==> src/rtl/core/midi_message_parser_macros.svh <==
// ----------------------------------------------------------------------------
// midi message parser assertion macros
// clocked on clk, disabled while rst_n is low
// ----------------------------------------------------------------------------
`ifndef MIDI_MESSAGE_PARSER_MACROS_SVH
`define MIDI_MESSAGE_PARSER_MACROS_SVH
`ifndef SYNTHESIS
// property holds at every clock edge out of reset
`define MMP_ASSERT(lbl, prop, msg) \
  lbl: assert property (@(posedge clk) disable iff (!rst_n) (prop)) else $error(msg);
// consequent holds in the cycle after the antecedent
`define MMP_ASSERT_NEXT(lbl, ante, cons, msg) \
  lbl: assert property (@(posedge clk) disable iff (!rst_n) (ante) |=> (cons)) \
    else $error(msg);
`else
`define MMP_ASSERT(lbl, prop, msg)
`define MMP_ASSERT_NEXT(lbl, ante, cons, msg)
`endif
`endif

==> src/rtl/core/mmp_pkg.sv <==
// ----------------------------------------------------------------------------
// mmp_pkg
// types and constants shared by the midi message parser
// ----------------------------------------------------------------------------
package mmp_pkg;

  // message kinds reported on the result channel
  typedef enum logic [3:0] {
    KIND_NONE     = 4'd0,
    KIND_NOTE_ON  = 4'd1,
    KIND_NOTE_OFF = 4'd2,
    KIND_CC       = 4'd3,
    KIND_BEND     = 4'd4,
    KIND_PROGRAM  = 4'd5,
    KIND_CLOCK    = 4'd6,
    KIND_START    = 4'd7,
    KIND_SONGPOS  = 4'd8
  } msg_kind_t;

  // status byte upper nibbles
  localparam logic [3:0] ST_NOTE_OFF = 4'h8;
  localparam logic [3:0] ST_NOTE_ON  = 4'h9;
  localparam logic [3:0] ST_CC       = 4'hB;
  localparam logic [3:0] ST_PROGRAM  = 4'hC;
  localparam logic [3:0] ST_BEND     = 4'hE;
  localparam logic [3:0] ST_SYSTEM   = 4'hF;

  // system message lower nibbles
  localparam logic [3:0] SYS_SONGPOS  = 4'h2;
  localparam logic [3:0] SYS_CLOCK    = 4'h8;
  localparam logic [3:0] SYS_START    = 4'hA;
  localparam logic [3:0] SYS_CONTINUE = 4'hB;
  localparam logic [3:0] SYS_STOP     = 4'hC;

  // data bytes still awaited
  localparam logic [1:0] LEFT_NONE = 2'd0;
  localparam logic [1:0] LEFT_ONE  = 2'd1;
  localparam logic [1:0] LEFT_TWO  = 2'd2;

  typedef struct packed {
    msg_kind_t   kind;
    logic [3:0]  chan;
    logic [1:0]  left;
    logic [7:0]  held;
    logic [7:0]  unknown;
  } mmp_state_t;

  typedef struct packed {
    msg_kind_t   kind;
    logic [3:0]  chan;
    logic [7:0]  first;
    logic [7:0]  second;
    logic [15:0] wide;
    logic [7:0]  unknown;
  } mmp_result_t;

endpackage

==> src/rtl/core/mmp_decode.sv <==
// ----------------------------------------------------------------------------
// mmp_decode
// next parser state and result for one received byte
// ----------------------------------------------------------------------------
module mmp_decode import mmp_pkg::*; (
  input  logic [7:0]  byte_i,
  input  mmp_state_t  state_i,
  output mmp_state_t  state_o,
  output mmp_result_t result_o
);

  logic [3:0] hi;
  logic [3:0] lo;

  assign hi = byte_i[7:4];
  assign lo = byte_i[3:0];

  always_comb begin
    state_o  = state_i;
    result_o = '{kind: KIND_NONE, chan: 4'h0, first: 8'h00, second: 8'h00,
                 wide: 16'h0000, unknown: 8'h00};
    unique case (state_i.left)
      LEFT_NONE: begin
        unique case (hi)
          ST_NOTE_ON: begin
            state_o.kind = KIND_NOTE_ON;
            state_o.chan = lo;
            state_o.left = LEFT_TWO;
          end
          ST_NOTE_OFF: begin
            state_o.kind = KIND_NOTE_OFF;
            state_o.chan = lo;
            state_o.left = LEFT_TWO;
          end
          ST_CC: begin
            state_o.kind = KIND_CC;
            state_o.chan = lo;
            state_o.left = LEFT_TWO;
          end
          ST_BEND: begin
            state_o.kind = KIND_BEND;
            state_o.chan = lo;
            state_o.left = LEFT_TWO;
          end
          ST_PROGRAM: begin
            state_o.kind = KIND_PROGRAM;
            state_o.chan = lo;
            state_o.left = LEFT_ONE;
          end
          ST_SYSTEM: begin
            unique case (lo)
              SYS_CLOCK:   result_o.kind = KIND_CLOCK;
              SYS_START:   result_o.kind = KIND_START;
              SYS_SONGPOS: begin
                state_o.kind = KIND_SONGPOS;
                state_o.chan = 4'h0;
                state_o.left = LEFT_TWO;
              end
              SYS_CONTINUE, SYS_STOP: ; // ignored
              default:     state_o.unknown = byte_i;
            endcase
          end
          default: state_o.unknown = byte_i;
        endcase
      end
      LEFT_TWO: begin
        state_o.held = byte_i;
        state_o.left = LEFT_ONE;
      end
      default: begin
        // final data byte completes the message
        state_o.kind    = KIND_NONE;
        state_o.chan    = 4'h0;
        state_o.left    = LEFT_NONE;
        result_o.kind   = state_i.kind;
        result_o.chan   = state_i.chan;
        result_o.first  = state_i.held;
        result_o.second = byte_i;
        unique case (state_i.kind)
          KIND_PROGRAM: begin
            result_o.first  = byte_i;
            result_o.second = 8'h00;
          end
          KIND_NOTE_OFF: result_o.second = 8'h00;
          KIND_BEND, KIND_SONGPOS: begin
            result_o.wide = ({8'h00, byte_i} << 7) + {8'h00, state_i.held};
          end
          default: ;
        endcase
      end
    endcase
    result_o.unknown = state_o.unknown;
  end

endmodule

==> src/rtl/core/mmp_out_stage.sv <==
// ----------------------------------------------------------------------------
// mmp_out_stage
// result register with valid/ready hand-off
// ----------------------------------------------------------------------------
module mmp_out_stage import mmp_pkg::*; (
  input  logic        clk,
  input  logic        rst_n,
  input  logic        load_i,
  input  mmp_result_t result_i,
  input  logic        ready_i,
  output logic        valid_o,
  output logic        free_o,
  output mmp_result_t result_o
);

  logic        valid_r;
  logic        valid_nxt;
  mmp_result_t result_r;

  // slot is free when empty or being drained this cycle
  assign free_o    = !valid_r || ready_i;
  assign valid_nxt = load_i || (valid_r && !ready_i);

  always_ff @(posedge clk) begin
    if (!rst_n) begin
      valid_r <= 1'b0;
    end else begin
      valid_r <= valid_nxt;
    end
  end

  always_ff @(posedge clk) begin
    if (load_i) begin
      result_r <= result_i;
    end
  end

  assign valid_o  = valid_r;
  assign result_o = result_r;

endmodule

==> src/rtl/core/midi_message_parser.sv <==
// ----------------------------------------------------------------------------
// midi_message_parser
// byte-wise midi message parser without running status
// ----------------------------------------------------------------------------
// Takes one received byte per transaction and gives exactly one result per
// byte, in the next cycle through a result register. A byte seen while idle is
// read as a status byte: note on, note off, control change and pitch bend
// then gather two data bytes, program change one, song position two; data
// bytes are taken as they come, with no test of bit 7. Clock and start are
// reported at once, stop and continue are dropped, and any other status is
// kept as the last unknown status. Results that do not complete a message
// report kind none. Throughput is one byte per clock: the decode is made of
// nibble compares plus one 16-bit add, and a new byte is taken whenever the
// result register is empty or its content is taken in the same cycle.
// ----------------------------------------------------------------------------
module midi_message_parser import mmp_pkg::*; (
  input  logic        clk,
  input  logic        rst_n,
  // byte input
  input  logic        in_valid,
  output logic        in_ready,
  input  logic [7:0]  in_byte,
  // result output
  output logic        out_valid,
  input  logic        out_ready,
  output logic [3:0]  out_msg_kind,
  output logic [3:0]  out_channel,
  output logic [7:0]  out_data_first,
  output logic [7:0]  out_data_second,
  output logic [15:0] out_wide_value,
  output logic [7:0]  out_last_unknown
);

`include "midi_message_parser_macros.svh"

  mmp_state_t  state_r;
  mmp_state_t  state_nxt;
  mmp_result_t dec_result;
  mmp_result_t out_result;
  logic        accept;
  logic        slot_free;

  // a byte is taken whenever the result slot can hold its result
  assign in_ready = slot_free;
  assign accept   = in_valid && in_ready;

  // parser state: pending message, bytes still due, first data byte, unknown latch
  always_ff @(posedge clk) begin
    if (!rst_n) begin
      state_r <= '{kind: KIND_NONE, chan: 4'h0, left: LEFT_NONE, held: 8'h00,
                   unknown: 8'h00};
    end else if (accept) begin
      state_r <= state_nxt;
    end
  end

  // status decode and message completion
  mmp_decode u_decode (
    .byte_i   (in_byte),
    .state_i  (state_r),
    .state_o  (state_nxt),
    .result_o (dec_result)
  );

  // result register towards the consumer
  mmp_out_stage u_out_stage (
    .clk      (clk),
    .rst_n    (rst_n),
    .load_i   (accept),
    .result_i (dec_result),
    .ready_i  (out_ready),
    .valid_o  (out_valid),
    .free_o   (slot_free),
    .result_o (out_result)
  );

  assign out_msg_kind     = out_result.kind;
  assign out_channel      = out_result.chan;
  assign out_data_first   = out_result.first;
  assign out_data_second  = out_result.second;
  assign out_wide_value   = out_result.wide;
  assign out_last_unknown = out_result.unknown;

  // byte counter never holds three
  `MMP_ASSERT(a_left_range, state_r.left != 2'd3, "byte counter out of range")
  // a waiting result is never overwritten by a new transaction
  `MMP_ASSERT(a_no_overwrite, !(out_valid && !out_ready && accept), "result overwritten")
  // note on status starts a two byte gather
  `MMP_ASSERT_NEXT(a_note_on_start,
    accept && state_r.left == LEFT_NONE && in_byte[7:4] == ST_NOTE_ON,
    state_r.left == LEFT_TWO && state_r.kind == KIND_NOTE_ON,
    "note on did not start gather")
  // wide value only carried by bend and song position
  `MMP_ASSERT(a_wide_kind,
    !out_valid || out_msg_kind == KIND_BEND || out_msg_kind == KIND_SONGPOS ||
    out_wide_value == 16'h0000, "wide value on wrong kind")

endmodule
==> config.mk <==
export PLATFORM = sky130hd
export DESIGN_NAME = midi_message_parser
export DESIGN_NICKNAME = d
export VERILOG_FILES = /design/src/rtl/core/mmp_pkg.sv /design/src/rtl/core/mmp_decode.sv /design/src/rtl/core/mmp_out_stage.sv /design/src/rtl/core/midi_message_parser.sv
export VERILOG_INCLUDE_DIRS = /design/src /design/src/rtl/core
export SDC_FILE = /design/constraint.sdc
export NUM_CORES = 1
export LEC_CHECK = 0
export BUFFER_PORTS_ARGS = -buffer_cell sky130_fd_sc_hd__buf_2
export CORE_ASPECT_RATIO = 0.75
export CORE_MARGIN = 2
export CORE_UTILIZATION = 60
export DETAILED_ROUTE_END_ITERATION = 10
export PLACE_DENSITY = 0.84
export SYNTH_ARGS = -nofsm -noshare
export SYNTH_HDL_FRONTEND = slang
export SYNTH_HIERARCHICAL = 1
export SYNTH_SLANG_ARGS = --single-unit
==> constraint.sdc <==
create_clock -name clk -period 4.72 [get_ports clk]
set_input_delay 0 -clock clk [delete_from_list [all_inputs] [get_ports clk]]
set_output_delay 0 -clock clk [all_outputs]
set_load 0.005 [all_outputs]
Word level (Yosys, flattened, before mapping)
Index checks and enable logic that the tools add are counted.
- output and inout port bits: 50
- word-level logic and storage cells: 60
- bits in registers: 75
- bitwise operators: 2
- reductions and logical operators: 16
- equality and inequality tests: 18
- multiplexer cells: 11
- add/subtract/negate cells: 1
- operator list (cell ; number):
    $pmux 10 s6 ; 1
    $eq 4x4->1 const B ; 11
    $pmux 8 s2 ; 2
    $mux 8 ; 3
    $add 15x8->16 ; 1
    $mux 10 ; 1
    $reduce_or 5->1 ; 2
    $eq 4x2->1 const B ; 2
    $eq 4x3->1 const B ; 2
    $pmux 4 s2 ; 1
    $ne 7x7->1 const B ; 1
    $pmux 3 s2 ; 1
    $pmux 2 s2 ; 1
    $reduce_and 4->1 ; 1
    $reduce_or 2->1 ; 2
    $reduce_or 4->1 ; 1
    $mux 3 ; 1
    $ne 3x3->1 const B ; 1
    $reduce_and 3->1 ; 1
    $reduce_or 3->1 ; 1
    $eq 2x2->1 const B ; 1
    $logic_and 1x1->1 ; 2
    $logic_not 1->1 ; 2
    $logic_not 2->1 ; 1
    3 further kinds ; 5

Longest topological paths before layout
Gate-level depths: netlist of the first run.
- word-level depth: 5
- depth in mapped cells: 8
- gate-level depth less buffers: 6

Hierarchy
Netlist of the first run, hierarchy kept.
- modules (own cells, without submodules) (module ; cells an instance ; area each (um2) ; seq. area each (um2) ; times used):
    mmp_out_stage ; 52 ; 1490.2 ; 1461.4 ; 1
    mmp_decode ; 160 ; 1098.6 ; 0.0 ; 1
    midi_message_parser ; 120 ; 1083.5 ; 520.5 ; 1

Least setup slack after synthesis of the first run
No wires, ideal clock.
- kind: input -> register
- start point: input port in_byte[4]
- end point: register state_r[7] (netlist bit)
- path buffers: 2
- path slack: 3.064 ns
- stages: 8
- setup time: 0.122 ns
- arrival: 1.535 ns
- path through: buf_6 or3b_4 a311oi_4 o21ai_2 mux2_2 buf_4 nand4_1 o21ai_0
- RTL lines (what ; RTL line ; RTL):
    start, declared ; midi_message_parser.sv:22 ; input logic [7:0] in_byte,
    end signal, assigned ; midi_message_parser.sv:50 ; state_r <= '{kind: KIND_NONE, chan: 4'h0, left: LEFT_NONE, held: 8'h00,
    end signal, assigned ; midi_message_parser.sv:53 ; state_r <= state_nxt;
    end, declared ; midi_message_parser.sv:36 ; mmp_state_t state_r;

Final worst setup path of the first run
- start point: register state_r[16] (netlist bit)
- end point: register state_r[15] (netlist bit)
- word-level cells in the longest chain between the ends: 2
- ends and longest elaborated chain (what ; RTL line ; RTL):
    $eq 2x2->1 ; mmp_decode.sv:22 ; unique case (state_i.left)
    $reduce_and 2->1 (no source line) ; - ;
Every way passes these cells.
A chain may end at the register's enable or synchronous reset.

==> metrics, run 1 <==
status finished clean; Post-DRT Antenna Nets 0; Routed WL per cell 16.1 um; Final #Nets 381; die area 0.00677 mm2; Tcrit/Tclk final 0.449; Post-synth top flop edfxtp_1; hold_ws 167 ps; Via density 5.80; register area share after synthesis 0.540; clk_lat worst skew 340 ps; synthesized instance count 332; fin util 0.688; Setup Viol. Count Final 0; largest net degree at the start of global routing 76; row count 24; Distinct cells, synth 45; post-DP HPWL 4.40 mm; CTS tree done; PD cells 323 mW/mm2; vias in the first global route 2431; Max Cap Viol 0; Place WS 2610 ps; Via Count 2608; worst path bufs/invs 0; Core ar. 0.00586 mm2; Max IR drop VDD 0.000248 V; # Post-CTS Setup Buffers 0; number of synthesized register bits 75; Cell Area, Placed 0.00386 mm2; syn nets 346; Die W 94.3 um; initial DRC count 219; Root Buffer clkbuf_8; hold-fix buffers at CTS 0; filler cell count 448; first-pass GRT wire length 11.7 mm; CTS Buf Count 9; clock buffer depth 2; Worst slew margin 0.324; CP top delay family flip-flops; Sink Count 75; global route total overflow 0; final std cell area, no fill 0.00403 mm2; Synth warnings 6; Slew @ Worst Pin 1010 ps; most frequent cells in the layout buf_2 (61), edfxtp_1 (48), nand2_1 (40); Worst Path Required 4910 ps; min Tclk post-route 2120 ps; cts repair resizes 0; Buffers on Ports 61; CP Max Fanout 33; ys async rst share 0; share of layout cells above drive strength 1 0.312; post-synthesis instance area 0.00367 mm2; worst setup margin 2600 ps; gpl congestion 0.827; most common cell after layout, fill and taps aside buf_2; fin. max-slew vios 0; GRT Util Overall 0.226; Setup crit end kind register; n_diodes 0; Max Clock Freq 0.471 GHz; Remaining DRCs 0; RSZ-0062 raised after global routing no; Post-Syn Area per Cell 11.1 um2; CP Class reg2reg; I/O Pins 62; initial antenna violation count 0; critical path's slowest cell dfxtp_1; Die Y 71.8 um; initial core utilization 0.627; Worst Hold Class in2reg; htree depth 3; TritonRoute pass-1 iters 5; Detailed Route WL 7.26 mm; Final Hold Viols 0; CTS clk-pin slew, worst paths 80 ps; crit path cell chain nand2b_1 > mux2_2 > nand4_1 > o21ai_0; Post-synth EDFFs 48; setup TNS 0 ps; Worst setup SP type register; P&R area growth vs syn 9.68%; static leakage 0.00157 uW; Clock Skews 6.00 ps; Critical Path AT 2310 ps; crit-path max cell delay 930 ps
-- worst reg2reg max path: stages, from the launching register on --
cell,delay (ps)
dfxtp_1,930
nand2b_1,490
mux2_2,380
nand4_1,70
o21ai_0,100
-- sequential cells by signal, summed over array words and instances, names as in the netlist --
| register | cells |
|---|---|
| state_r | 26 |
| u_out_stage/result_o | 48 |
| u_out_stage/valid_o | 1 |
-- synthesized netlist by cell type, drive strengths merged (2+ instances only) --
cell type  count  area (um2)
dfxtp         27         541
edfxtp        48        1440
inv            5        18.8
nand2         40         150
clkbuf        18        68.8
xnor2          5        43.8
ha             2        25.0
nor2b          9        56.3
a21o           2        15.0
nor3           6        30.0
mux2          13         146
o21ai         31         230
a22o           4        35.0
nand3b         2        15.0
nor3b          3        22.5
mux2i          8        80.1
nand4         29         181
nor2          12        45.0
and3          10        62.6
nand2b         3        26.3
nand3          3        15.0
a21oi          3        15.0
buf           19         148
xor2           3        26.3
and2          14        90.1
-- worst paths after layout --
path | startpoint | cells past startpoint | slack, ps | end
min reg2reg | state_r[2] | 2 | 460 | state_r[2]
max reg2reg | state_r[16] | 4 | 2600 | state_r[15]
max | state_r[16] | 4 | 2600 | state_r[15]
min | in_byte[2] | 2 | 170 | u_out_stage/result_o[26]
-- through the flow --
step,std cells,power (uW)
after CTS,450,1310
after global placement,434,889
after detailed placement,434,894
final,450,1300
after floorplan,332,862
after global routing,450,1350
-- logic make-up (layout without fill, tap and decap cells) --
family / Yosys count / after routing / share of synthesized area
adder cells (fa/ha/maj): 2 / 2 / 0.00681
AO/OA/AOI/OAI: 48 / 48 / 0.106
flip-flops: 75 / 75 / 0.540
buffers and inverters: 42 / 82 / 0.0641
XOR/XNOR: 8 / 8 / 0.0191
multiplexers: 21 / 21 / 0.0617
AND/OR/NAND/NOR: 136 / 136 / 0.203
-- routing by layer --
metal  share of wire  GRT usage
met4          0.0094     0.0821
met1            0.45      0.308
met2            0.48      0.360
met5               0          0
met3           0.063     0.0505
-- power breakdown --
group          leakage (uW)  switching [uW]  internal, uW
combinational      0.000783            86.8          50.1
clock             0.0000787             230           190
sequential         0.000704            13.1           730
-- cell type report --
class | instances | area, um2 | area share
Multi-Input combinational cell | 215 | 1460 | 0.361
Tap cell | 78 | 97.6 | 0.0242
Inverter | 5 | 18.8 | 0.00466
Clock buffer | 10 | 128 | 0.0317
Timing Repair Buffer | 61 | 305 | 0.0758
Sequential cell | 75 | 1980 | 0.492
Clock inverter | 6 | 41.3 | 0.0103
(Power assumes the default switching activity.)
==> inputs of run 2 (changes only) <==
ABC_AREA = 1   (was not set)
CORE_UTILIZATION = 56   (was 60)
PLACE_DENSITY = 0.79   (was 0.84)
clock period = 2.1 ns   (was 4.72 ns; I/O delays follow)
==> metrics, run 2 <==
status finished clean; Critical Path AT 1810 ps (-500 ps); crit path launch state_r[16]; clk_lat worst skew 340 ps (about the same); fin. max-slew vios 0 (unchanged); Slew @ Worst Pin 599 ps (-415 ps); initial antenna violation count 0 (unchanged); setup TNS 0 ps (unchanged); largest net degree at the start of global routing 53 (-30%); Routed WL per cell 13.6 um (-16%); first-pass GRT wire length 12.7 mm (+8.5%); initial core utilization 0.581 (-0.0459); top post-synthesis cells by area edfxtp_1 (39%), dfxtp_1 (15%), nand2_1 (12%); Core ar. 0.00635 mm2 (+8.4%); share of layout cells above drive strength 1 0.199 (-0.113); fin util 0.660 (-0.0279); P&R area growth vs syn 13.5%; Max Cap Viol 0 (unchanged); clock buffer depth 2 (unchanged); Setup Viol. Count Final 0 (unchanged); Via Count 3012 (+15%); PD cells 806 mW/mm2 (+150%); cells on worst reg2reg path 9 (+5); most used cell, CP nor2_1; Worst Path Required 2340 ps (-2570 ps); post-synthesis instance area 0.00369 mm2 (+0.51%); Via density 5.16 (-11%); Synth warnings 6 (unchanged); critical path's slowest cell dfxtp_1; top cells by count, synth nand2_1 (117), nor2_1 (71), inv_1 (60); crit path cell chain nor2_1 > buf_4 > inv_1 > nor2_8 > nand2_4 > nand2_1 > nand2_1 > nor2_1 > nor2_1; TritonRoute pass-1 iters 5 (unchanged); Remaining DRCs 0 (unchanged); n_diodes 0 (unchanged); Sink Count 75 (unchanged); CTS Buf Count 9 (unchanged); GRT Util Overall 0.225 (-0.000901); largest area contributor in the netlist edfxtp_1; Post-DRT Antenna Nets 0 (unchanged); Die W 97.7 um (+3.6%); RSZ-0062 raised after global routing no; Post-synth top flop edfxtp_1; Final Hold Viols 0 (unchanged); register area share after synthesis 0.537 (-0.00274); most frequent cells in the layout nand2_1 (117), nor2_1 (71), buf_2 (61); htree depth 3 (unchanged); Tcrit/Tclk final 0.750 (+0.301); Die Y 74.3 um (+3.6%); Max IR drop VDD 0.000372 V (+50%); Max Clock Freq 0.635 GHz (+35%); Setup crit end kind register; min Tclk post-route 1580 ps (-546 ps); final std cell area, no fill 0.00419 mm2 (+4.0%); Post-synth EDFFs 48 (unchanged); hold depth 3 (+1); vias in the first global route 2665 (+9.6%); CTS tree done; Detailed Route WL 7.94 mm (+9.4%); die area 0.00726 mm2 (+7.3%); CP Max Fanout 12 (-64%); R2R setup slack 520 ps (-2070 ps); syn nets 460 (+33%); Worst setup SP type register; row count 25 (+4.2%); Worst slew margin 0.600 (+0.276); crit-path max cell delay 420 ps (-510 ps); most common cell in the netlist nand2_1; gpl congestion 0.977 (+18%); Post-Syn Area per Cell 8.28 um2 (-25%); number of synthesized register bits 75 (unchanged); post-synth top area share 0.391 (-0.00200); CTS clk-pin slew, worst paths 70 ps (about the same); Cell Area, Placed 0.00397 mm2 (+3.0%); max reg flops 48 (unchanged); R2R Path End state_r[3]; # Post-CTS Setup Buffers 0 (unchanged); Buffers on Ports 61 (unchanged); synthesized instance count 446 (+34%); Placed Cells 567 (+31%); CP Class reg2reg; Clock Skews 11.3 ps (+5.28 ps); Final #Nets 512 (+34%); ys async rst share 0 (unchanged); post-DP HPWL 5.54 mm (+26%); Setup crit end state_r[3]; Layout Cells excl Fill 584 (+30%); I/O Pins 62 (unchanged); initial DRC count 257 (+17%); Distinct cells, synth 32 (-29%); Final Power 3380 uW (+160%); FF-to-FF Start state_r[16]; Worst Hold Class in2reg; static leakage 0.00199 uW (+27%); most common cell after layout, fill and taps aside nand2_1; global route total overflow 0 (unchanged); Root Buffer clkbuf_8
==> run 2: area by class of cell <==
type	count	area (um2)
multi-input combinational	281	1290
clock inverter	6	80.1
timing repair buffer	67	365
fill	529	2160
sequential	75	1980
tap	81	101
inverter	64	240
clock buffer	10	128
==> run 2: logic make-up (layout without fill, tap and decap cells) <==
logic type	Yosys count	count (layout)	synth area share
AND/OR/NAND/NOR	235	235	0.277
buffers and inverters	90	147	0.113
flip-flops	75	75	0.537
AO/OA/AOI/OAI	43	43	0.0647
adder cells (fa/ha/maj)	2	2	0.00678
XOR/XNOR	1	1	0.00237
==> run 2: through the flow <==
stage | hold slack (ps) | setup WS [ps]
after global routing | 60.9 | 368
final | 55.3 | 525
after global placement | 311 | 644
after detailed placement | 320 | 583
after floorplan | 118 | 53.6
after CTS | 49.8 | 544
==> run 2: critical path, delay by kind of cell (launching register included) <==
kind | cells | cell delay (ps)
flip-flops | 1 | 420
AND/OR/NAND/NOR | 7 | 750
buffers and inverters | 2 | 310
==> run 2: how the worst min path moves through the flow <==
stage | from | endpoint | slack [ps]
3_3_place_gp | out_ready | u_out_stage/valid_o | 310
5_1_grt | in_byte[7] | u_out_stage/result_o[7] | 60
2_1_floorplan | out_ready | in_ready | 120
3_5_place_dp | out_ready | u_out_stage/valid_o | 320
4_1_cts | in_byte[7] | u_out_stage/result_o[7] | 50
6_report | in_byte[7] | u_out_stage/result_o[7] | 60
==> run 2: what timing repair did <==
item / 4_1_cts / 5_1_grt
hold buffers: 1 / 0
hold endpoints to repair: 1 / 0
resized for setup: 0 / 0
==> run 2: layer usage <==
layer / wire, um / part of all wire / vias to the layer above / track usage
li1: - / - / 1502 / -
met1: 3530 / 0.44 / 1359 / 0.307
met2: 3610 / 0.45 / 135 / 0.359
met3: 682 / 0.086 / 16 / 0.0583
met4: 121 / 0.015 / 0 / 0.0772
met5: 0 / 0 / - / 0
==> run 2: report_power, final <==
part	internal, uW	switching, uW	leakage, uW
Sequential	1680	52.7	0.000708
Combinational	169	321	0.00118
Clock	659	492	0.000103
Total	2510	866	0.00199
